## src/rtl/kt_ram.sv

```systemverilog
`timescale 1ns / 1ps
`default_nettype none

module kt_ram #(
  parameter int WIDTH = 8,
  parameter int DEPTH = 16
) (
  input  wire logic                     clk,
  input  wire logic                     we,
  input  wire logic [$clog2(DEPTH)-1:0] waddr,
  input  wire logic [WIDTH-1:0]         wdata,
  input  wire logic [$clog2(DEPTH)-1:0] raddr,
  output logic      [WIDTH-1:0]         rdata
);

  bit [WIDTH-1:0] mem [DEPTH];
  bit [WIDTH-1:0] rdata_r;

  always_ff @(posedge clk) begin
    if (we) begin
      mem[waddr] <= wdata;
    end
    rdata_r <= mem[raddr];
  end

  assign rdata = rdata_r;

endmodule

`default_nettype wire

```

## config.mk

```make
export PLATFORM = sky130hd
export DESIGN_NAME = kt_ram
export DESIGN_NICKNAME = d
export VERILOG_FILES = /design/src/rtl/kt_ram.sv
export SDC_FILE = /design/constraint.sdc
export NUM_CORES = 1
export LEC_CHECK = 0
export ABC_AREA = 1
export BUFFER_PORTS_ARGS = -buffer_cell sky130_fd_sc_hd__clkbuf_2
export CAP_MARGIN = 40
export CORE_ASPECT_RATIO = 1.2
export CORE_UTILIZATION = 45
export CTS_CLUSTER_DIAMETER = 100
export DETAILED_ROUTE_END_ITERATION = 16
export PLACE_DENSITY = 0.7
export SETUP_SLACK_MARGIN = 0.1
export SLEW_MARGIN = 20
export SYNTH_ARGS = -nofsm -noshare
export SYNTH_HDL_FRONTEND = slang
export SYNTH_SLANG_ARGS = --single-unit
export TNS_END_PERCENT = 50
```

## constraint.sdc

```tcl
create_clock -name clk -period 1.2 [get_ports clk]
set_clock_uncertainty 0.15 [all_clocks]
set_input_delay 0.12 -clock clk [delete_from_list [all_inputs] [get_ports clk]]
set_output_delay 0.12 -clock clk [all_outputs]
set_load 0.005 [all_outputs]
```

## Word-level counts from Yosys, hierarchy flattened

Memories as Yosys holds them, arrays and structs flattened. A register that Yosys moved wholly into a read port is not among the register bits.
Cells that the tools add are included.

- Flip-flop bits (word level): 0
- Memory bits (writable): 128
- Word-level logic and storage cells: 3
- Memories: 1

Memories:

| memory | depth | width | read ports | clocked after memory_dff | wr ports | RTL line | RTL |
|---|---|---|---|---|---|---|---|
| mem | 16 | 8 | 1 | 1 | 1 | 16 | `bit [WIDTH-1:0] mem [DEPTH];` |

- Muxes and demuxes: 2

Operator list:

| operator | count |
|---|---|
| 2-to-1 mux 1 bit | 2 |

## Logic depth before layout (Yosys ltp)

Gate-level depths: netlist (run 1).

- Depth after elaboration: 2
- Gate-level depth with buffers: 8
- Depth with buffers taken out: 7

## Worst setup path after synthesis (run 1)

OpenSTA, ideal clock, no wires.

- Kind: input port to flip-flop
- Start: input waddr[3]
- End: memory mem[4][0] (enable)
- Library setup time: 0.370 ns
- Data arrival time: 0.701 ns
- Required time: 0.680 ns
- Path slack: -0.021 ns
- Cell stages on the path: 2
- Cells stage by stage: nand3b_1 nor2_1

RTL lines:

| what | RTL line | RTL |
|---|---|---|
| start, declared | 10 | `input wire logic [$clog2(DEPTH)-1:0] waddr,` |
| end, declared | 16 |  |

Straight into the memory's write port.

## Final worst setup path (run 1)

- Start: register rdata_r[1] (netlist: rdata[1]), read port of mem
- End: output rdata[1]

RTL lines:

| what | RTL line | RTL |
|---|---|---|
| start, declared | 17 | `bit [WIDTH-1:0] rdata_r;` |
| end, declared | 13 | `output logic [WIDTH-1:0] rdata` |

No word-level cell between the ends.

==> results of run 1 <==
-- cells by family after synthesis --
logic type | Yosys count | share of synthesized area
simple gates | 289 | 0.210
flops | 136 | 0.694
buf+inv | 126 | 0.0952
-- area by class of cell --
class	count	area [µm²]
Fill cell	931	5110
Sequential cell	136	4010
Multi-Input combinational cell	289	1370
Timing Repair Buffer	59	505
Clock buffer	17	425
Inverter	102	383
Clock inverter	15	274
Tap cell	161	201
-- placed cells by master (no fill, tap or decap) --
master / count
buf_12: 10
buf_4: 24
bufinv_16: 7
clkbuf_16: 17
clkbuf_2: 25
clkinv_2: 1
clkinv_4: 4
clkinvlp_4: 2
dfxtp_1: 5
dfxtp_2: 3
edfxtp_1: 128
inv_1: 99
inv_2: 3
inv_6: 1
nand2_1: 172
nand2_2: 1
nand3_1: 66
nand3_2: 31
nand3b_1: 2
nor2_1: 17
-- how the worst max path moves through the flow --
stage / start / to / slack (ns) / depth (start not counted)
after detailed placement: waddr[3] / mem[4][3] / -0.11 / 4
after floorplan: waddr[3] / mem[4][0] / -0.02 / 2
final: rdata[1] / rdata[1] / 0.03 / 1
after global routing: rdata[2] / rdata[2] / 0.005 / 1
after CTS: rdata[2] / rdata[2] / 0.01 / 1
after global placement: raddr[0] / rdata[6] / -0.11 / 9
-- timing repair --
item                                    CTS  global route
pin swaps                                 8            12
endpoints found under the setup margin   16            16
gates resized for setup                  14            22
endpoints found under the hold margin     0             0
gates cloned                              0             0
-- stage by stage --
step	utilization	hold WS [ns]	power [mW]	setup WS, ns
finish	0.584	0.00120	12.2	0.0271
global route	0.584	0.0305	12.6	0.00537
CTS	0.575	0.00259	12.2	0.0135
detailed placement	0.514	0.341	6.16	-0.115
global placement	0.514	0.341	6.14	-0.109
floorplan	-	0.0689	5.81	-0.0208
-- per-layer routing --
layer	track usage	up-vias	wire [µm]
met4	0.128	0	558
met5	0	-	0
met1	0.273	1890	5570
met2	0.345	132	6520
met3	0.0455	37	669
li1	-	1886	-
-- power by group --
group	leakage, nW	switching [mW]	internal, mW	total (mW)
Clock	0.334	1.98	4.11	6.10
Combinational	1.58	0.499	0.274	0.773
Sequential	1.22	0.0375	5.31	5.35
Total	3.14	2.52	9.70	12.2
-- sequential cells by signal, summed over array words and instances, names as in the netlist --
name / flops
rdata: 8
mem: 128
==> flow_summary.ini, run 1 <==
[final_layout]
area_growth_pct = 24.3
diodes = 0
layout-drive-gt1-share = 0.209
stdcell_area_um2 = 7170
num-nets-final = 623
final_cells = 779

[global_route]
antenna_found_initial = 0
grt_max_degree = 33
grt_pass1_vias = 3919
grt_overflow = 0
grt_first_pass_wirelength_um = 21000
track_usage = 0.216

[yosys]
synth-seq-cells = 136
ys_warn_count = 0
syn_area_per_cell_um2 = 10.5
synth_ff_type = edfxtp_1
synth_edf_count = 128
synth.area.top_cells = edfxtp_1, nand2_1, nand3_1
synth_top_area_frac = 0.667
synth_cell_types = 12
netlist_instances = 551
synth_area_um2 = 5770
ys_seq_area_frac = 0.694
yosysMostFrequentCell = nand2_1
synth_nets = 569
synth_top_area_cell = edfxtp_1
async_flop_share = 0
synth_top_cells_by_count = nand2_1, edfxtp_1, inv_1

[place]
port_buffers = 25
dpl_cell_area_um2 = 6310
gp_congestion = 0.821
post-place-cells = 747
dp.final_hpwl_um = 8250

[routing]
drtIter0Drc = 295
vias = 3945
first_pass_iters = 4
wl_per_cell_um = 17.1
drc = 0
wl_um = 13300
viasPerCell = 5.06
postRouteAntennaNets = 0

[floorplan]
top_level_ports = 26
start_util = 0.470
die_h_um = 126
rows = 44
coreArea_um2 = 12300
dieArea_um2 = 13300
die_x_um = 105

[timing]
relSlewSlack = 0.710
fin_crit_sh = 0.977
tightest_slew_ns = 0.435
tns_ns = 0
final_max_slew_viol_count = 0
timing.final.crit_period_ns = 1.17
rsz0062_at_grt = true
clock.fmax_mhz = 853
final_hold_viol_count = 0
setup_viol = 0

[power_and_ir_drop]
leakage_nw = 3.14
power.density_nw_per_um2 = 1700
ir_drop_mv = 1.07

[critical_path]
rr_worst_depth = 6
cpMaxStageDelayCell = dfxtp_2
crit_path_cell_trace = clkbuf_2
critPathMaxStageDelay_ns = 0.36
critical_path_buf_inv_count = 1
crit_fanout = 1
r2r_slack_ns = 0.10
endpoint_kind = primary output
cp_data_arrival_time_ns = 0.90
r2r_start = mem[9][1]
crit_family = flip-flops
timing.critical_path.required_ns = 0.93
cp-start-kind = flop
critPathKind = flop to primary output
reg2reg_to = rdata[1]

[clocking]
clk_path_buf_depth = 2
postCtsSetupRepairBufs = 0
cts_sinks = 136
ctsHoldBuffers = 0
cts.clk_slew.worst_paths_ns = 0.06
cts_tree = done
cts_buffers = 17
clk_latency_ns = 0.42
cts-root-buf = clkbuf_16
htreeDepth = 4

[min_path]
hp-class = input pin to flop
min_path_cells = 4
min_from = raddr[2]
holdPathEnd = rdata[5]

[status]
outcome = finished, final reports clean

[job]
maxCapViolations = 0
Power figures use the tool's default switching activity.
==> run 2: changes to the inputs <==
Settings changed: CTS_CLUSTER_SIZE set to 14, PLACE_DENSITY 0.7 to unset.
==> flow_summary.ini, run 2 (synthesized netlist as in run 1, its figures left out) <==
[timing]
holdWs_ns = 0.0521
setup_viol = 0
setup_slack_ns = 0.0593
rsz0062_at_grt = true
tightest_slew_ns = 0.459
final_hold_viol_count = 0
relSlewSlack = 0.694
final_max_slew_viol_count = 0
fin_crit_sh = 0.951
timing.final.crit_period_ns = 1.14
clock.fmax_mhz = 877

[routing]
wl_um = 13400
viasPerCell = 5.05
drtIter0Drc = 202
postRouteAntennaNets = 0
vias = 3942
first_pass_iters = 5
wl_per_cell_um = 17.1
drc = 0

[global_route]
track_usage = 0.219
grt_pass1_vias = 3966
grt_max_degree = 39
grt_first_pass_wirelength_um = 21300
grt_overflow = 0
antenna_found_initial = 0

[clocking]
cts_buffers = 17
postCtsSetupRepairBufs = 0
clk_path_buf_depth = 2
cts.clk_slew.worst_paths_ns = 0.06
clk_latency_ns = 0.41
cts-root-buf = clkbuf_16
cts_sinks = 136
cts_tree = done
htreeDepth = 4

[critical_path]
critPathKind = flop to flop
endpoint_kind = flop
cp-start-kind = flop
crit_fanout = 1
rr_worst_depth = 6
timing.critical_path.required_ns = 1.35
cp_data_arrival_time_ns = 1.29

[power_and_ir_drop]
ir_drop_mv = 0.881
internal-power_mw = 8.62
switching_power_mw = 2.41
p_seq_frac = 0.485
clkPwrFrac = 0.442
leakage_nw = 3.10
total_power_mw = 11.0
power.density_nw_per_um2 = 1540
p_comb_frac = 0.073
p_sw_frac = 0.219

[final_layout]
num-nets-final = 624
layout-drive-gt1-share = 0.254
regMostFlops = mem
area_growth_pct = 23.9
multi_input_area_um2 = 1500
fillCellCount = 1032
final_cell_mix = nand2_1, edfxtp_1, inv_1
final_common_cell = nand2_1
largest_reg_flops = 128
regArea_um2 = 4010
diodes = 0

[floorplan]
die_x_um = 105
coreArea_um2 = 12300
rows = 44
start_util = 0.470
top_level_ports = 26
dieArea_um2 = 13300
die_h_um = 126

[place]
port_buffers = 25
gp_congestion = 0.864
dp.final_hpwl_um = 8510
post-place-ws_ns = -0.184

[min_path]
hp-class = input pin to flop
min_path_cells = 1

[job]
maxCapViolations = 0

[status]
outcome = finished, final reports clean
## run 2: cell count changes in the layout (fill, tap and decap cells not counted), moves of 4 or more
cell       delta
nand2_2       +8
nand3_1      -21
bufinv_16     -5
clkinv_2      +6
buf_12        -4
nand2_1       -8
nand3_2      +20
## run 2: routing by layer
metal | track usage | share of wire | routed length [µm] | vias to the layer above
li1 | - | - | - | 1881
met1 | 0.271 | 0.41 | 5470 | 1925
met2 | 0.368 | 0.52 | 6910 | 114
met3 | 0.0414 | 0.049 | 650 | 22
met4 | 0.108 | 0.025 | 335 | 0
met5 | 0 | 0 | 0 | -
## run 2: layout make-up
class	count	share of cell area
clock inverters	14	0.0187
repair buffers	60	0.0679
well taps	161	0.0282
inverters	102	0.0541
flip-flops and latches	136	0.561
clock buffers	18	0.0600
multi-input cells	289	0.210
## run 2: worst max-delay path: stages (launching register included)
cell	delay (ns)
edfxtp_1	0.37
inv_1	0.06
nand2_1	0.07
nand3_2	0.09
nand3_2	0.10
nand3_2	0.12
nand2_1	0.07
## run 2: path summary, 6_finish.rpt
kind / from / endpoint / slack (ns)
setup / recovery: mem[1][6] / rdata[6] / 0.06
hold / removal: wdata[1] / mem[7][1] / 0.05
setup reg to reg: mem[1][6] / rdata[6] / 0.06
hold reg to reg: mem[10][7] / rdata[7] / 0.52
## run 2: timing repair
action,4_1_cts,5_1_grt
endpoints found under the setup margin,14,16
hold endpoints to repair,4,1
gates resized for setup,15,58
pin swaps,5,37
hold buffers,2,1
## run 2: through the flow
stage	TNS, ns	instances	area (µm²)	utilization
after floorplan	-1.33	551	5770	-
after global placement	-3.44	745	6240	0.508
after detailed placement	-4.57	745	6240	0.508
after CTS	0	779	6890	0.561
after global routing	0	780	7150	0.582
final	0	780	7150	0.582
## run 2: power groups by stage
stage	clock (mW)	sequential [mW]	combinational [mW]
6_report	4.88	5.35	0.801
5_1_grt	5.15	5.36	0.882
4_1_cts	4.96	5.35	0.728
3_5_place_dp	0	5.45	0.700
3_3_place_gp	0	5.44	0.691
2_1_floorplan	0	5.44	0.375
==> run 3: changes to the inputs <==
Settings changed: CELL_PAD_IN_SITES_DETAIL_PLACEMENT set to 1, CELL_PAD_IN_SITES_GLOBAL_PLACEMENT set to 1, CORE_UTILIZATION 45 to 44, PLACE_DENSITY_LB_ADDON set to 0.1.
==> flow_summary.ini, run 3 (synthesized netlist as in run 1, its figures left out) <==
[critical_path]
crit_family = flip-flops
cp-start-kind = flop
cpMaxStageDelayCell = dfxtp_2
endpoint_kind = primary output
critPathMaxStageDelay_ns = 0.36
cp_data_arrival_time_ns = 0.89
crit_fanout = 1
crit_path_cell_trace = clkbuf_2
critPathKind = flop to primary output
timing.critical_path.required_ns = 0.93
critical_path_buf_inv_count = 1

[clocking]
htreeDepth = 4
cts-root-buf = clkbuf_16
cts.clk_slew.worst_paths_ns = 0.05
cts_buffers = 17
cts_tree = done
clk_latency_ns = 0.42
cts_sinks = 136
clk_path_buf_depth = 2

[final_layout]
regMostFlops = mem
final_cells = 785
fillCellCount = 1365
final_cell_mix = nand2_1, edfxtp_1, inv_1
area_growth_pct = 27.2
num-nets-final = 627
layout-drive-gt1-share = 0.269
final_core_util = 0.577
diodes = 0
final_common_cell = nand2_1
stdcell_area_um2 = 7340
largest_reg_flops = 128

[timing]
final_max_slew_viol_count = 0
clock.fmax_mhz = 860
setup_slack_ns = 0.0369
relSlewSlack = 0.682
tns_ns = 0
rsz0062_at_grt = true
timing.final.crit_period_ns = 1.16
holdWs_ns = 0.0331
tightest_slew_ns = 0.477
setup_viol = 0
final_hold_viol_count = 0
fin_crit_sh = 0.969

[place]
gp_congestion = 0.834
dpl_cell_area_um2 = 6330
port_buffers = 25
post-place-cells = 752
dp.final_hpwl_um = 10100
post-place-ws_ns = -0.222

[global_route]
track_usage = 0.252
grt_overflow = 0
antenna_found_initial = 0
grt_max_degree = 33
grt_first_pass_wirelength_um = 24200
grt_pass1_vias = 4316

[power_and_ir_drop]
power.density_nw_per_um2 = 1610
ir_drop_mv = 0.975
leakage_nw = 3.19
total_power_mw = 11.8

[floorplan]
rows = 45
dieArea_um2 = 13600
coreArea_um2 = 12700
top_level_ports = 26
start_util = 0.453
die_h_um = 127
die_x_um = 107

[job]
maxCapViolations = 0

[routing]
drc = 0
viasPerCell = 5.10
first_pass_iters = 4
postRouteAntennaNets = 0
vias = 4000
wl_per_cell_um = 20.0
drtIter0Drc = 185
wl_um = 15700

[status]
outcome = finished, final reports clean

[min_path]
hp-class = input pin to flop
## run 3: cell type report
| type | count | area, µm² | area share |
|---|---|---|---|
| Clock inverter | 8 | 143 | 0.0194 |
| Tap cell | 164 | 205 | 0.0280 |
| Inverter | 102 | 383 | 0.0522 |
| Multi-Input combinational cell | 289 | 1560 | 0.213 |
| Timing Repair Buffer | 63 | 547 | 0.0745 |
| Sequential cell | 136 | 4010 | 0.546 |
| Clock buffer | 23 | 488 | 0.0665 |
## run 3: per-layer routing
metal | routed length [µm] | up-vias | GRT usage
met1 | 6330 | 2000 | 0.296
met3 | 576 | 27 | 0.0423
met2 | 8310 | 78 | 0.448
met5 | 0 | - | 0
li1 | - | 1895 | -
met4 | 463 | 0 | 0.119
## run 3: worst paths after layout
check             start   endpoint  slack [ns]  depth (start not counted)
min reg2reg   mem[6][7]   rdata[7]        0.53                          6
max            rdata[3]   rdata[3]        0.04                          1
max reg2reg  mem[12][4]   rdata[4]        0.08                          6
min            wdata[7]  mem[9][7]        0.03                          1
## run 3: power breakdown
part	total, mW	internal [mW]	switching, mW
logic	0.875	0.307	0.568
registers	5.35	5.32	0.0381
clock network	5.56	3.67	1.89
## run 3: timing repair
item | CTS | global route
hold buffers | 2 | 0
gates resized for setup | 33 | 48
endpoints found under the setup margin | 16 | 16
buffers inserted | 0 | 0
endpoints found under the hold margin | 4 | 0
pin swaps | 7 | 28
