## src/rtl/kt_pkg.sv

```systemverilog
`timescale 1ns / 1ps
`default_nettype none

package kt_pkg;

  localparam int unsigned ENTRIES = 1024;
  localparam int IDX_W = $clog2(ENTRIES);
  localparam int CNT_W = $clog2(ENTRIES + 1);
  localparam int KEY_W = 10;
  localparam int VAL_W = 32;
  localparam int SUM_W = 64;

  typedef enum logic [2:0] {
    OP_SET    = 3'd0,
    OP_REMOVE = 3'd1,
    OP_CLEAR  = 3'd2,
    OP_COUNT  = 3'd3,
    OP_QUERY  = 3'd4
  } op_t;

  typedef enum logic [2:0] {
    ST_IDLE,
    ST_LOOK,
    ST_CHECK,
    ST_SWAP,
    ST_RESP
  } state_t;

  typedef struct packed {
    logic             we;
    logic [IDX_W-1:0] waddr;
    logic [VAL_W-1:0] wdata;
    logic [IDX_W-1:0] raddr;
  } val_cmd_t;

  typedef struct packed {
    logic             we;
    logic [IDX_W-1:0] waddr;
    logic [IDX_W-1:0] wdata;
    logic [IDX_W-1:0] raddr;
  } idx_cmd_t;

endpackage

`default_nettype wire

```

## src/rtl/kt_seq.sv

```systemverilog
`timescale 1ns / 1ps
`default_nettype none

module kt_seq (
  input  wire logic                               clk,
  input  wire logic                               rst_n,
  input  wire logic                               in_valid,
  output logic                                    in_ready,
  input  wire logic [2:0]                         in_op,
  input  wire logic [kt_pkg::KEY_W-1:0]           in_key,
  input  wire logic signed [kt_pkg::VAL_W-1:0]    in_value,
  output logic                                    out_valid,
  input  wire logic                               out_ready,
  output logic [kt_pkg::CNT_W-1:0]                out_valid_count,
  output logic signed [kt_pkg::VAL_W-1:0]         out_query_value,
  output logic signed [kt_pkg::SUM_W-1:0]         out_running_total,
  output kt_pkg::val_cmd_t                        val_cmd,
  output kt_pkg::idx_cmd_t                        pos_cmd,
  output kt_pkg::idx_cmd_t                        list_cmd,
  input  wire logic [kt_pkg::VAL_W-1:0]           val_rdata,
  input  wire logic [kt_pkg::IDX_W-1:0]           pos_rdata,
  input  wire logic [kt_pkg::IDX_W-1:0]           list_rdata
);

  kt_pkg::state_t               state_r, state_nxt;
  logic [2:0]                   op_r, op_nxt;
  logic [kt_pkg::KEY_W-1:0]     key_r, key_nxt;
  logic [kt_pkg::VAL_W-1:0]     value_r, value_nxt;
  logic [kt_pkg::VAL_W-1:0]     qv_r, qv_nxt;
  logic [kt_pkg::CNT_W-1:0]     count_r, count_nxt;
  logic [kt_pkg::SUM_W-1:0]     total_r, total_nxt;
  logic                         out_valid_r, out_valid_nxt;
  logic [kt_pkg::CNT_W-1:0]     out_count_r, out_count_nxt;
  logic [kt_pkg::VAL_W-1:0]     out_qv_r, out_qv_nxt;
  logic [kt_pkg::SUM_W-1:0]     out_total_r, out_total_nxt;
  logic                         in_range;
  logic                         hit;
  logic [kt_pkg::VAL_W-1:0]     qv_calc;

  // A key is present when its stored list position lies below the count and
  // the list entry at that position points back at the key.
  assign in_range = (32'(key_r) < kt_pkg::ENTRIES);
  assign hit = in_range && (kt_pkg::CNT_W'(pos_rdata) < count_r) &&
               (list_rdata == kt_pkg::IDX_W'(key_r));
  assign qv_calc = hit ? val_rdata : '1;

  always_ff @(posedge clk) begin
    if (!rst_n) begin
      state_r     <= kt_pkg::ST_IDLE;
      count_r     <= '0;
      total_r     <= '0;
      out_valid_r <= 1'b0;
    end else begin
      state_r     <= state_nxt;
      count_r     <= count_nxt;
      total_r     <= total_nxt;
      out_valid_r <= out_valid_nxt;
    end
  end

  always_ff @(posedge clk) begin
    op_r        <= op_nxt;
    key_r       <= key_nxt;
    value_r     <= value_nxt;
    qv_r        <= qv_nxt;
    out_count_r <= out_count_nxt;
    out_qv_r    <= out_qv_nxt;
    out_total_r <= out_total_nxt;
  end

  always_comb begin
    state_nxt     = state_r;
    op_nxt        = op_r;
    key_nxt       = key_r;
    value_nxt     = value_r;
    qv_nxt        = qv_r;
    count_nxt     = count_r;
    total_nxt     = total_r;
    out_valid_nxt = out_valid_r;
    out_count_nxt = out_count_r;
    out_qv_nxt    = out_qv_r;
    out_total_nxt = out_total_r;
    in_ready      = 1'b0;

    val_cmd.we     = 1'b0;
    val_cmd.waddr  = kt_pkg::IDX_W'(key_r);
    val_cmd.wdata  = value_r;
    val_cmd.raddr  = (state_r == kt_pkg::ST_IDLE) ? kt_pkg::IDX_W'(in_key)
                                                  : kt_pkg::IDX_W'(key_r);
    pos_cmd.we     = 1'b0;
    pos_cmd.waddr  = kt_pkg::IDX_W'(key_r);
    pos_cmd.wdata  = kt_pkg::IDX_W'(count_r);
    pos_cmd.raddr  = val_cmd.raddr;
    list_cmd.we    = 1'b0;
    list_cmd.waddr = kt_pkg::IDX_W'(count_r);
    list_cmd.wdata = kt_pkg::IDX_W'(key_r);
    list_cmd.raddr = (state_r == kt_pkg::ST_CHECK) ?
                     kt_pkg::IDX_W'(count_r - kt_pkg::CNT_W'(1)) : pos_rdata;

    if (out_valid_r && out_ready) begin
      out_valid_nxt = 1'b0;
    end

    case (state_r)
      kt_pkg::ST_IDLE: begin
        in_ready = 1'b1;
        if (in_valid) begin
          op_nxt    = in_op;
          key_nxt   = in_key;
          value_nxt = in_value;
          qv_nxt    = '0;
          state_nxt = kt_pkg::ST_LOOK;
        end
      end
      kt_pkg::ST_LOOK: begin
        state_nxt = kt_pkg::ST_CHECK;
      end
      kt_pkg::ST_CHECK: begin
        state_nxt = kt_pkg::ST_RESP;
        case (op_r)
          kt_pkg::OP_SET: begin
            if (in_range) begin
              val_cmd.we = 1'b1;
              if (!hit && (32'(count_r) < kt_pkg::ENTRIES)) begin
                pos_cmd.we  = 1'b1;
                list_cmd.we = 1'b1;
                count_nxt   = count_r + kt_pkg::CNT_W'(1);
              end
            end
          end
          kt_pkg::OP_REMOVE: begin
            if (hit) begin
              state_nxt = kt_pkg::ST_SWAP;
            end
          end
          kt_pkg::OP_CLEAR: begin
            count_nxt = '0;
          end
          kt_pkg::OP_COUNT: begin
            total_nxt = total_r + kt_pkg::SUM_W'(count_r);
          end
          kt_pkg::OP_QUERY: begin
            qv_nxt    = qv_calc;
            total_nxt = total_r + {{(kt_pkg::SUM_W - kt_pkg::VAL_W){qv_calc[kt_pkg::VAL_W-1]}},
                                   qv_calc};
          end
          default: begin
            qv_nxt = '0;
          end
        endcase
      end
      kt_pkg::ST_SWAP: begin
        // The last list entry moves into the slot of the removed key.
        list_cmd.we    = 1'b1;
        list_cmd.waddr = pos_rdata;
        list_cmd.wdata = list_rdata;
        pos_cmd.we     = 1'b1;
        pos_cmd.waddr  = list_rdata;
        pos_cmd.wdata  = pos_rdata;
        count_nxt      = count_r - kt_pkg::CNT_W'(1);
        state_nxt      = kt_pkg::ST_RESP;
      end
      kt_pkg::ST_RESP: begin
        if (!out_valid_r || out_ready) begin
          out_valid_nxt = 1'b1;
          out_count_nxt = count_r;
          out_qv_nxt    = qv_r;
          out_total_nxt = total_r;
          state_nxt     = kt_pkg::ST_IDLE;
        end
      end
      default: begin
        state_nxt = kt_pkg::ST_IDLE;
      end
    endcase
  end

  assign out_valid         = out_valid_r;
  assign out_valid_count   = out_count_r;
  assign out_query_value   = out_qv_r;
  assign out_running_total = out_total_r;

endmodule

`default_nettype wire

```

## config.mk

```make
export PLATFORM = sky130hd
export DESIGN_NAME = kt_seq
export DESIGN_NICKNAME = d
export VERILOG_FILES = /design/src/rtl/kt_pkg.sv /design/src/rtl/kt_seq.sv
export SDC_FILE = /design/constraint.sdc
export NUM_CORES = 1
export LEC_CHECK = 0
export ABC_AREA = 1
export BUFFER_PORTS_ARGS = -buffer_cell sky130_fd_sc_hd__buf_2
export CORE_MARGIN = 1.5
export CORE_UTILIZATION = 55
export CTS_BUF_LIST = sky130_fd_sc_hd__clkbuf_8
export DETAILED_ROUTE_END_ITERATION = 7
export PLACE_DENSITY = 0.87
export SLEW_MARGIN = 40
export SYNTH_ARGS = -nofsm -noshare
export SYNTH_HDL_FRONTEND = slang
export SYNTH_SLANG_ARGS = --single-unit
```

## constraint.sdc

```tcl
create_clock -name clk -period 11.29 [get_ports clk]
set_input_delay 0.5645 -clock clk [delete_from_list [all_inputs] [get_ports clk]]
set_output_delay 0.5645 -clock clk [all_outputs]
set_load 0.02 [all_outputs]
```

* Yosys cells after proc, flatten, opt, wreduce, memory -nomap -nowiden
Index checks and enable logic that the tools add are counted.
Word-level totals: register bits 263, input bits 101, output and inout bits 224, word-level logic and storage cells 75
Cells by class: $add $sub $neg 4, magnitude comparators 2, equal/unequal tests 14, multiplexer cells 26, reductions and logical operators 18
Operators by type and width (number):
- $pmux 32 s2 | 2
- $pmux 64 s2 | 1
- $add 64x11->64 | 1
- $add 64x64->64 | 1
- $mux 32 | 2
- $pmux 11 s2 | 2
- $mux 20 | 2
- $mux 10 | 2
- $pmux 3 s5 | 1
- $eq 3x2->1 const B | 4
- $mux 3 | 4
- $add 11x1->11 const B | 1
- $lt 10x11->1 | 1
- $lt 11x11->1 const B | 1
- $mux 11 | 1
- $sub 11x1->11 const B | 1
- $eq 10x10->1 | 1
- $mux 1 | 8
- $reduce_and 2->1 | 4
- $eq 3x1->1 const B | 2
- $eq 3x3->1 const B | 2
- $logic_not 3->1 | 2
- $ne 2x2->1 const B | 3
- $reduce_and 3->1 | 2
- 8 further kinds | 13

* Depth between registers and ports, before layout
Gate-level depths: netlist of the first run.
depth after elaboration 7, gate-level depth with buffers 30, gate-level depth less buffers 28

* Least setup slack after synthesis of the first run
Ideal clock, no wire load.
kind reg2reg, start register state_r[0], end register out_qv_r (netlist bit out_query_value[0]) (enable), setup time 0.574 ns, data arrival time 5.131 ns, required time 10.716 ns, slack 5.586 ns, stages on the path, launching flop included 4, buffers on the path 0, period minus slack after synthesis 5.704 ns, path through dfxtp_1 nor2_1 nand2_1 nor2_1
Between the ends: longest elaborated chain between the ends 2
RTL lines:
- start: declaration | RTL line kt_seq.sv:25 | kt_pkg::state_t state_r, state_nxt;
- start signal: assignment | RTL line kt_seq.sv:49 | state_r <= kt_pkg::ST_IDLE;
- start signal: assignment | RTL line kt_seq.sv:54 | state_r <= state_nxt;
- $eq 3x3->1 | RTL line kt_seq.sv:104 | case (state_r)
- $reduce_and 2->1 (no line)
- end signal: assignment | RTL line kt_seq.sv:67 | out_qv_r <= out_qv_nxt;
- end: declaration | RTL line kt_seq.sv:34 | logic [kt_pkg::VAL_W-1:0] out_qv_r, out_qv_nxt;
Every way passes these cells. A chain may end at the register's enable or synchronous reset.

* Final worst setup path of the first run
start register count_r[8] (netlist name), end register total_r[52] (netlist name)
Between the ends: longest elaborated chain between the ends 5, elaborated cells between the ends (all ways) 6, classes of those cells 2 x add/sub; 1 x order compare; 2 x mux; 1 x reduce/logical
RTL lines:
- start: declaration | RTL line kt_seq.sv:30 | logic [kt_pkg::CNT_W-1:0] count_r, count_nxt;
- start signal: assignment | RTL line kt_seq.sv:55 | count_r <= count_nxt;
- $lt 10x11->1 | RTL line kt_seq.sv:43 | assign hit = in_range && (kt_pkg::CNT_W'(pos_rdata) < count_r) &&
- $logic_and 1x1->1 | RTL line kt_seq.sv:43
- $mux 32 | RTL line kt_seq.sv:45 | assign qv_calc = hit ? val_rdata : '1;
- $add 64x64->64 | RTL line kt_seq.sv:144 | total_nxt = total_r + {{(kt_pkg::SUM_W - kt_pkg::VAL_W){qv_calc[kt_pkg::VAL_W-1]}},
- $pmux 64 s2 (*) | RTL line kt_seq.sv:120 | case (op_r)
- end signal: assignment | RTL line kt_seq.sv:56 | total_r <= total_nxt;
- end: declaration | RTL line kt_seq.sv:31 | logic [kt_pkg::SUM_W-1:0] total_r, total_nxt;
Every way passes the cells marked *; elsewhere a longest branch is shown, timed or not.

==> results of run 1 <==
## metrics by stage
stage / instances / total power [uW] / area, um2 / setup WS [ns] / hold WS (ns)
3_3_place_gp: 2781 / 1520 / 17700 / 6.70 / 0.401
6_report: 2867 / 2390 / 18700 / 6.52 / 0.175
2_1_floorplan: 2138 / 1410 / 16000 / 5.59 / 0.400
4_1_cts: 2866 / 2400 / 18700 / 6.58 / 0.150
5_1_grt: 2867 / 2480 / 18700 / 6.13 / 0.153
3_5_place_dp: 2784 / 1530 / 17700 / 6.63 / 0.405
## synth_stat cells, types with 13 or more instances
master / count
dfxtp_1: 79
edfxtp_1: 184
buf_4: 35
nand2_1: 609
nand3_1: 87
nor3_1: 13
ha_1: 74
inv_1: 364
o21bai_1: 14
nor2_1: 274
clkbuf_1: 15
o21ai_1: 28
xor2_1: 41
a21oi_1: 104
o21ai_0: 113
## logic make-up (layout without fill, tap and decap cells)
group,count (synthesis),count (layout)
XOR/XNOR,47,47
AO/OA/AOI/OAI,280,280
AND/OR/NAND/NOR,1025,1025
adder cells (fa/ha/maj),75,75
buffers and inverters,448,793
flip-flops,263,263
## where the power goes
part	switching (uW)	leakage (uW)	total, uW	internal, uW
Clock	393	0.000531	872	480
Sequential	27.3	0.00238	1120	1090
Combinational	278	0.00670	401	123
Total	698	0.00961	2390	1690
## worst reg2reg max path, stage by stage (launching register included)
cell	delay, ns
dfxtp_1	0.48
inv_1	0.25
ha_1	0.39
nand2_1	0.07
inv_1	0.04
o21ai_0	0.14
nand3_1	0.10
nor2_1	0.17
nand2_2	0.40
or2_1	0.40
nand2_1	0.06
o21ai_0	0.15
ha_1	0.39
a21oi_1	0.32
o21ai_0	0.24
nand2_1	0.11
nand3b_1	0.20
nand2_1	0.15
nand2_1	0.14
nand2_1	0.18
nand2_1	0.07
nand2_1	0.05
nand3_1	0.06
nand2_1	0.08
inv_1	0.03
## area by class of cell
cell class | count | area (um2)
fill | 2492 | 9940
sequential | 263 | 7110
multi-input combinational | 1427 | 7010
timing repair buffer | 336 | 1760
inverter | 375 | 1410
clock buffer | 54 | 743
tap | 384 | 480
clock inverter | 28 | 173
## layer usage
metal	up-vias	wire length [um]	GRT usage
met4	0	1880	0.125
li1	7355	-	-
met1	6809	20300	0.409
met3	104	3400	0.0504
met5	-	0	0
met2	620	23400	0.555
## flip-flops by register name, summed over array words and instances, names as in the netlist
signal and count:
value_r 32, total_r 64, op_r 3, state_r 3, count_r 11, qv_r 32, key_r 10, out_valid 1
out_query_value 32, out_running_total 64, out_valid_count 11
## how the worst max path moves through the flow
stage	startpoint	endpoint	slack, ns	depth (start not counted)
6_report	count_r[8]	total_r[52]	6.52	24
5_1_grt	count_r[8]	total_r[39]	6.13	26
4_1_cts	count_r[9]	total_r[58]	6.58	27
3_5_place_dp	count_r[8]	total_r[39]	6.63	26
3_3_place_gp	list_rdata[4]	total_r[39]	6.70	25
2_1_floorplan	state_r[0]	out_query_value[0]	5.59	3
## cells in the final DEF (no fill, tap or decap), types with 11 or more instances in the layout
cell,count
buf_2,324
dfxtp_1,79
o21bai_1,14
xor2_1,41
nand3_1,87
o21ai_0,113
o21ai_1,28
a21oi_1,104
ha_1,74
inv_1,380
nor3_1,13
edfxtp_1,184
nor2_1,271
clkbuf_8,54
inv_2,11
nand2_1,609
==> results.ini, run 1 <==
[clock_tree]
clk_latency_ns = 0.56
post_cts_buffers = 0
cts_repair_resize_count = 0
cts-buffers-inserted = 44
clk_pin_slew_worst_paths_ns = 0.06
cts_hold_buf = 0
cts_tree = built
cts_buffer_depth = 3
cts-root-buf = clkbuf_8
cts-htree-levels = 2
cts.sinks = 263

[yosys]
async_reset_ff_frac = 0
muxShareOfSynthArea = 0
synth-compound-area-share = 0.0939
synth_top_area_frac = 0.346
synth_top_family_by_area = simple AND/OR/NAND/NOR gates
synth_ff_type = edfxtp_1
synth_xor_area_frac = 0.0258
synth_area_mm2 = 0.0160
netlist_top_cells_area = edfxtp_1, nand2_1, dfxtp_1, inv_1, nor2_1
ys_seq_area_frac = 0.445
synth_nets = 2314
synthAdderAreaFrac = 0.0592
synth_cell_types = 49
yosysTopAreaCell = edfxtp_1
synth-warning-count = 0
syn_inst = 2138
synthSimpleGateAreaFrac = 0.259
ys_ff_latch = 263
avgSynthCellArea_um2 = 7.47
synth_edf_count = 184

[setup_path]
startpoint_type = flop
r2r_setup_slack_ns = 6.52
crit_family = simple AND/OR/NAND/NOR gates
max_stage_delay_ns = 0.48
cp_cell_sequence = inv_1, ha_1, nand2_1, inv_1, o21ai_0, nand3_1, nor2_1, nand2_2, or2_1, nand2_1, o21ai_0, ha_1, a21oi_1, o21ai_0, nand2_1, nand3b_1, nand2_1, nand2_1, nand2_1, nand2_1, nand2_1, nand3_1, nand2_1, inv_1
cpMaxStageDelayCell = dfxtp_1
crit_required_ns = 11.74
r2r-start = count_r[8]
r2r_cells = 24
reg2reg_to = total_r[52]
critPathKind = reg2reg
cpMostUsedCell = nand2_1
crit_arrival_ns = 5.23
endpoint_kind = flop
path_buf_inv = 3
crit_fanout = 34

[global_route]
antenna_found_initial = 0
grt_max_degree = 71
grt_pass1_wl_um = 76200
track_usage = 0.323
grt_pass1_vias = 14485
grt_overflow = 0

[layout]
nets = 2623
drive_above_1_share = 0.178
areaGrowthSynthToFinish_pct = 16.9
final_util = 0.653
antenna_cells = 0

[die]
die_area_mm2 = 0.0301
initial_core_util = 0.558
ios = 325
die_w_um = 173
core_area_mm2 = 0.0286
rows = 62
die_height_um = 173

[detailed_routing]
wl_per_cell_um = 17.1
vias = 14888
first_pass_iters = 5
drt_iter0_markers = 1216
drc = 0
via_per_inst = 5.19
antenna_left = 0
route.final.wire_length_um = 49000

[placed_design]
gp_congestion = 1.00
port_buffers = 324
place_hpwl_um = 38200

[timing]
period_minus_slack_ns = 4.77
rsz0062_at_grt = no
slew_violations = 0
tns_ns = 0
finalHoldViolCount = 0
skew_ns = 0.0191
max_freq_ghz = 0.209
finalSetupViolations = 0
worst_slew_pin_slew_ns = 0.793
finalCritPeriodShare = 0.423
slew_headroom = 0.471

[status]
status = completed

[min_path]
hold_depth = 1
hold_class = in2reg
hp-start = in_value[5]
worstHoldEndpoint = value_r[5]

[pwr]
p_leak_uw = 0.00961
peakVddDrop_mv = 0.150
power_density_mw_per_mm2 = 128

[flow_run]
drv_cap = 0

(Power assumes the default switching activity.)
==> inputs of run 2 (changes only) <==
Settings changed: ABC_AREA 1 to 0, PLACE_DENSITY 0.87 to 0.88.
Clock period 11.29 ns to 4.5 ns, I/O delays scaled along.
==> run 2 against run 1 <==
Global-route usage is 0.93 points lower. Critical endpoint is now total_r[46]. Utilization is 7.1 points higher. Setup slack worse by 6.5 ns. Largest power group unchanged.
==> results.ini, run 2 <==
[status]
status = completed

[yosys]
ys_seq_area_frac = 0.499  ; +0.0546
yosysMostFrequentCell = nand2_1
syn_inst = 1442  ; -33%
synth_area_mm2 = 0.0142  ; -11%
async_reset_ff_frac = 0  ; unchanged
synth_nets = 1618  ; -30%
synthTopCellsByCount = nand2_1, edfxtp_1, a21oi_1, nor2_1, dfxtp_1
synth_top_area_frac = 0.388  ; +0.0425
yosysTopAreaCell = edfxtp_1
ys_ff_latch = 263  ; unchanged
synth-warning-count = 0  ; unchanged
synth_edf_count = 184  ; unchanged
netlist_top_cells_area = edfxtp_1, dfxtp_1, ha_1, nand2_1, a21oi_1
synth_ff_type = edfxtp_1
synth_cell_types = 79  ; +61%
avgSynthCellArea_um2 = 9.87  ; +32%

[setup_path]
crit_fanout = 8  ; -76%
r2r-start = key_r[9]
r2r_setup_slack_ns = 0.04  ; -6.47 ns
startpoint_type = flop
path_buf_inv = 3  ; unchanged
critPathKind = reg2reg
cp.depth = 17  ; -29%
r2r_cells = 17  ; -29%
crit_family = simple AND/OR/NAND/NOR gates
crit_arrival_ns = 4.92  ; -0.31 ns
cp_cell_sequence = xnor2_1, o211ai_1, nor3_4, o211ai_4, buf_12, o21ai_4, clkinvlp_4, buf_6, ha_4, nand4_1, or3_4, or2_4, or4_4, o21ai_4, o21ai_1, and3_1, o31ai_1
cpMaxStageDelayCell = edfxtp_1
endpoint_kind = flop
startpoint = key_r[9]
endpoint = total_r[46]
reg2reg_to = total_r[46]
max_stage_delay_ns = 0.47  ; about the same
crit_required_ns = 4.97  ; -6.77 ns
cpMostUsedCell = o21ai_4

[timing]
finalSetupViolations = 0  ; unchanged
max_freq_ghz = 0.224  ; +7.1%
finalCritPeriodShare = 0.990  ; +0.567
rsz0062_at_grt = yes
tns_ns = 0  ; unchanged
slew_headroom = 0.487  ; +0.0158
skew_ns = 0.0342  ; +0.0151 ns
slew_violations = 0  ; unchanged
worst_slew_pin_slew_ns = 0.769  ; -0.0237 ns
finalHoldViolCount = 0  ; unchanged
period_minus_slack_ns = 4.46  ; -0.318 ns
hold-worst-slack_ns = 0.0188  ; -0.156 ns

[die]
core_area_mm2 = 0.0253  ; -12%
ios = 325  ; unchanged
initial_core_util = 0.564  ; +0.00530
die_height_um = 164  ; -5.5%
rows = 58  ; -6.5%
die_w_um = 164  ; -5.5%
die_area_mm2 = 0.0269  ; -11%

[pwr]
pwr-share-comb = 0.121  ; -0.047
pwr-share-clk = 0.381  ; +0.016
switching_power_uw = 1420  ; +100%
pwr-share-seq = 0.498  ; +0.031
power_density_mw_per_mm2 = 296  ; +130%
p_int_uw = 3980  ; +140%
p_leak_uw = 0.00766  ; -20%
p_sw_frac = 0.263  ; -0.0286
peakVddDrop_mv = 0.347  ; +130%

[placed_design]
gp_congestion = 0.967  ; -3.4%
place_hpwl_um = 30800  ; -19%
port_buffers = 324  ; unchanged

[detailed_routing]
first_pass_iters = 5  ; unchanged
route.final.wire_length_um = 44100  ; -10%
antenna_left = 0  ; unchanged
wl_met1_um = 17700  ; -13%
vias = 13011  ; -13%
wl_per_cell_um = 20.0  ; +17%
via_per_inst = 5.91  ; +14%
dr_wl_met3_um = 3950  ; +16%
wl_met2_um = 21000  ; -10%
top_layer = met4
drc = 0  ; unchanged
drt_iter0_markers = 1152  ; -5.3%

[global_route]
grt_max_degree = 47  ; -34%
grt_overflow = 0  ; unchanged
grt_pass1_wl_um = 65500  ; -14%
grt_pass1_vias = 12235  ; -16%
track_usage = 0.313  ; -0.00933
antenna_found_initial = 0  ; unchanged

[layout]
layout_commonest_cell = buf_2
multi_input_area_mm2 = 0.00697  ; -0.62%
drive_above_1_share = 0.312  ; +0.135
final_util = 0.723  ; +0.0706
areaGrowthSynthToFinish_pct = 28.3
seq_area_mm2 = 0.00711  ; about the same
nets = 2014  ; -23%
mostFrequentLayoutCells = buf_2, nand2_1, edfxtp_1
antenna_cells = 0  ; unchanged
fillers = 1831  ; -27%

[min_path]
hp-start = val_rdata[3]
hold_depth = 3  ; +2
hold_class = in2reg

[clock_tree]
cts_tree = built
cts-buffers-inserted = 43  ; -2.3%
clk_pin_slew_worst_paths_ns = 0.07  ; about the same
clk_latency_ns = 0.57  ; about the same
cts-root-buf = clkbuf_8
cts_buffer_depth = 3  ; unchanged
cts.sinks = 263  ; unchanged
cts-htree-levels = 2  ; unchanged

[flow_run]
drv_cap = 0  ; unchanged

## run 2: cell types whose count changed after synthesis, sizes merged, moves of 23 or more
cell	previous run	this run
nand2	615	185
inv	375	28
nor2	282	117
o21ai	142	87
nand3	88	37
a21o	1	47
clkbuf	15	59
xnor2	6	47
and2	1	31
a21oi	107	136
o21a	2	30
xor2	41	18
## run 2: power groups by stage
stage	Combinational, uW	Sequential [uW]	Clock (uW)
global route	694	2700	2170
detailed placement	583	2740	0
finish	656	2690	2060
global placement	571	2740	0
CTS	617	2690	2070
floorplan	320	2780	0
## run 2: how the worst min path moves through the flow
stage,to,slack (ns)
after floorplan,key_r[0],0.32
after global placement,out_query_value[17],0.40
after detailed placement,value_r[5],0.40
after CTS,qv_r[8],0.01
after global routing,qv_r[6],0.03
final,qv_r[3],0.02
## run 2: stage by stage
step | area [um2] | setup WS, ns | cells | power (uW)
floorplan | 14300 | 0.00879 | 1442 | 3110
global placement | 16400 | 0.132 | 2057 | 3310
detailed placement | 16400 | -0.0229 | 2058 | 3320
CTS | 17700 | -0.0122 | 2184 | 5380
global route | 18300 | -0.0649 | 2203 | 5560
finish | 18300 | 0.0434 | 2203 | 5410
## run 2: layout make-up
type | instances | share of cell area
Multi-Input combinational cell | 1043 | 0.382
Timing Repair Buffer | 456 | 0.154
Inverter | 31 | 0.00664
Sequential cell | 263 | 0.389
Clock buffer | 47 | 0.0354
Tap cell | 330 | 0.0226
Clock inverter | 33 | 0.0106
## run 2: worst min-delay path, delay by kind of cell
family	cells	cell delay, ns
buf+inv	1	0.09
simple gates	2	0.14
## run 2: what timing repair did
action / in CTS / in global routing
gates resized for setup: 2 / 106
buffers inserted: 0 / 18
setup endpoints to repair: 6 / 33
hold endpoints to repair: 46 / 0
gates cloned: 0 / 1
pin swaps: 1 / 38
hold buffers: 46 / 0
## run 2: kinds of logic (layout without fill, tap and decap cells)
group | after synthesis | in the layout | share of synthesized area
simple gates | 492 | 492 | 0.160
fa+ha+maj | 75 | 75 | 0.0665
xor+xnor | 65 | 65 | 0.0400
buf+inv | 136 | 567 | 0.0456
mux | 15 | 15 | 0.0114
compound gates | 396 | 396 | 0.177
flops | 263 | 263 | 0.499
## run 2: per-layer routing
metal,vias up,global-route usage
met4,0,0.101
li1,6035,-
met5,-,0
met2,692,0.520
met1,6170,0.412
met3,114,0.0621
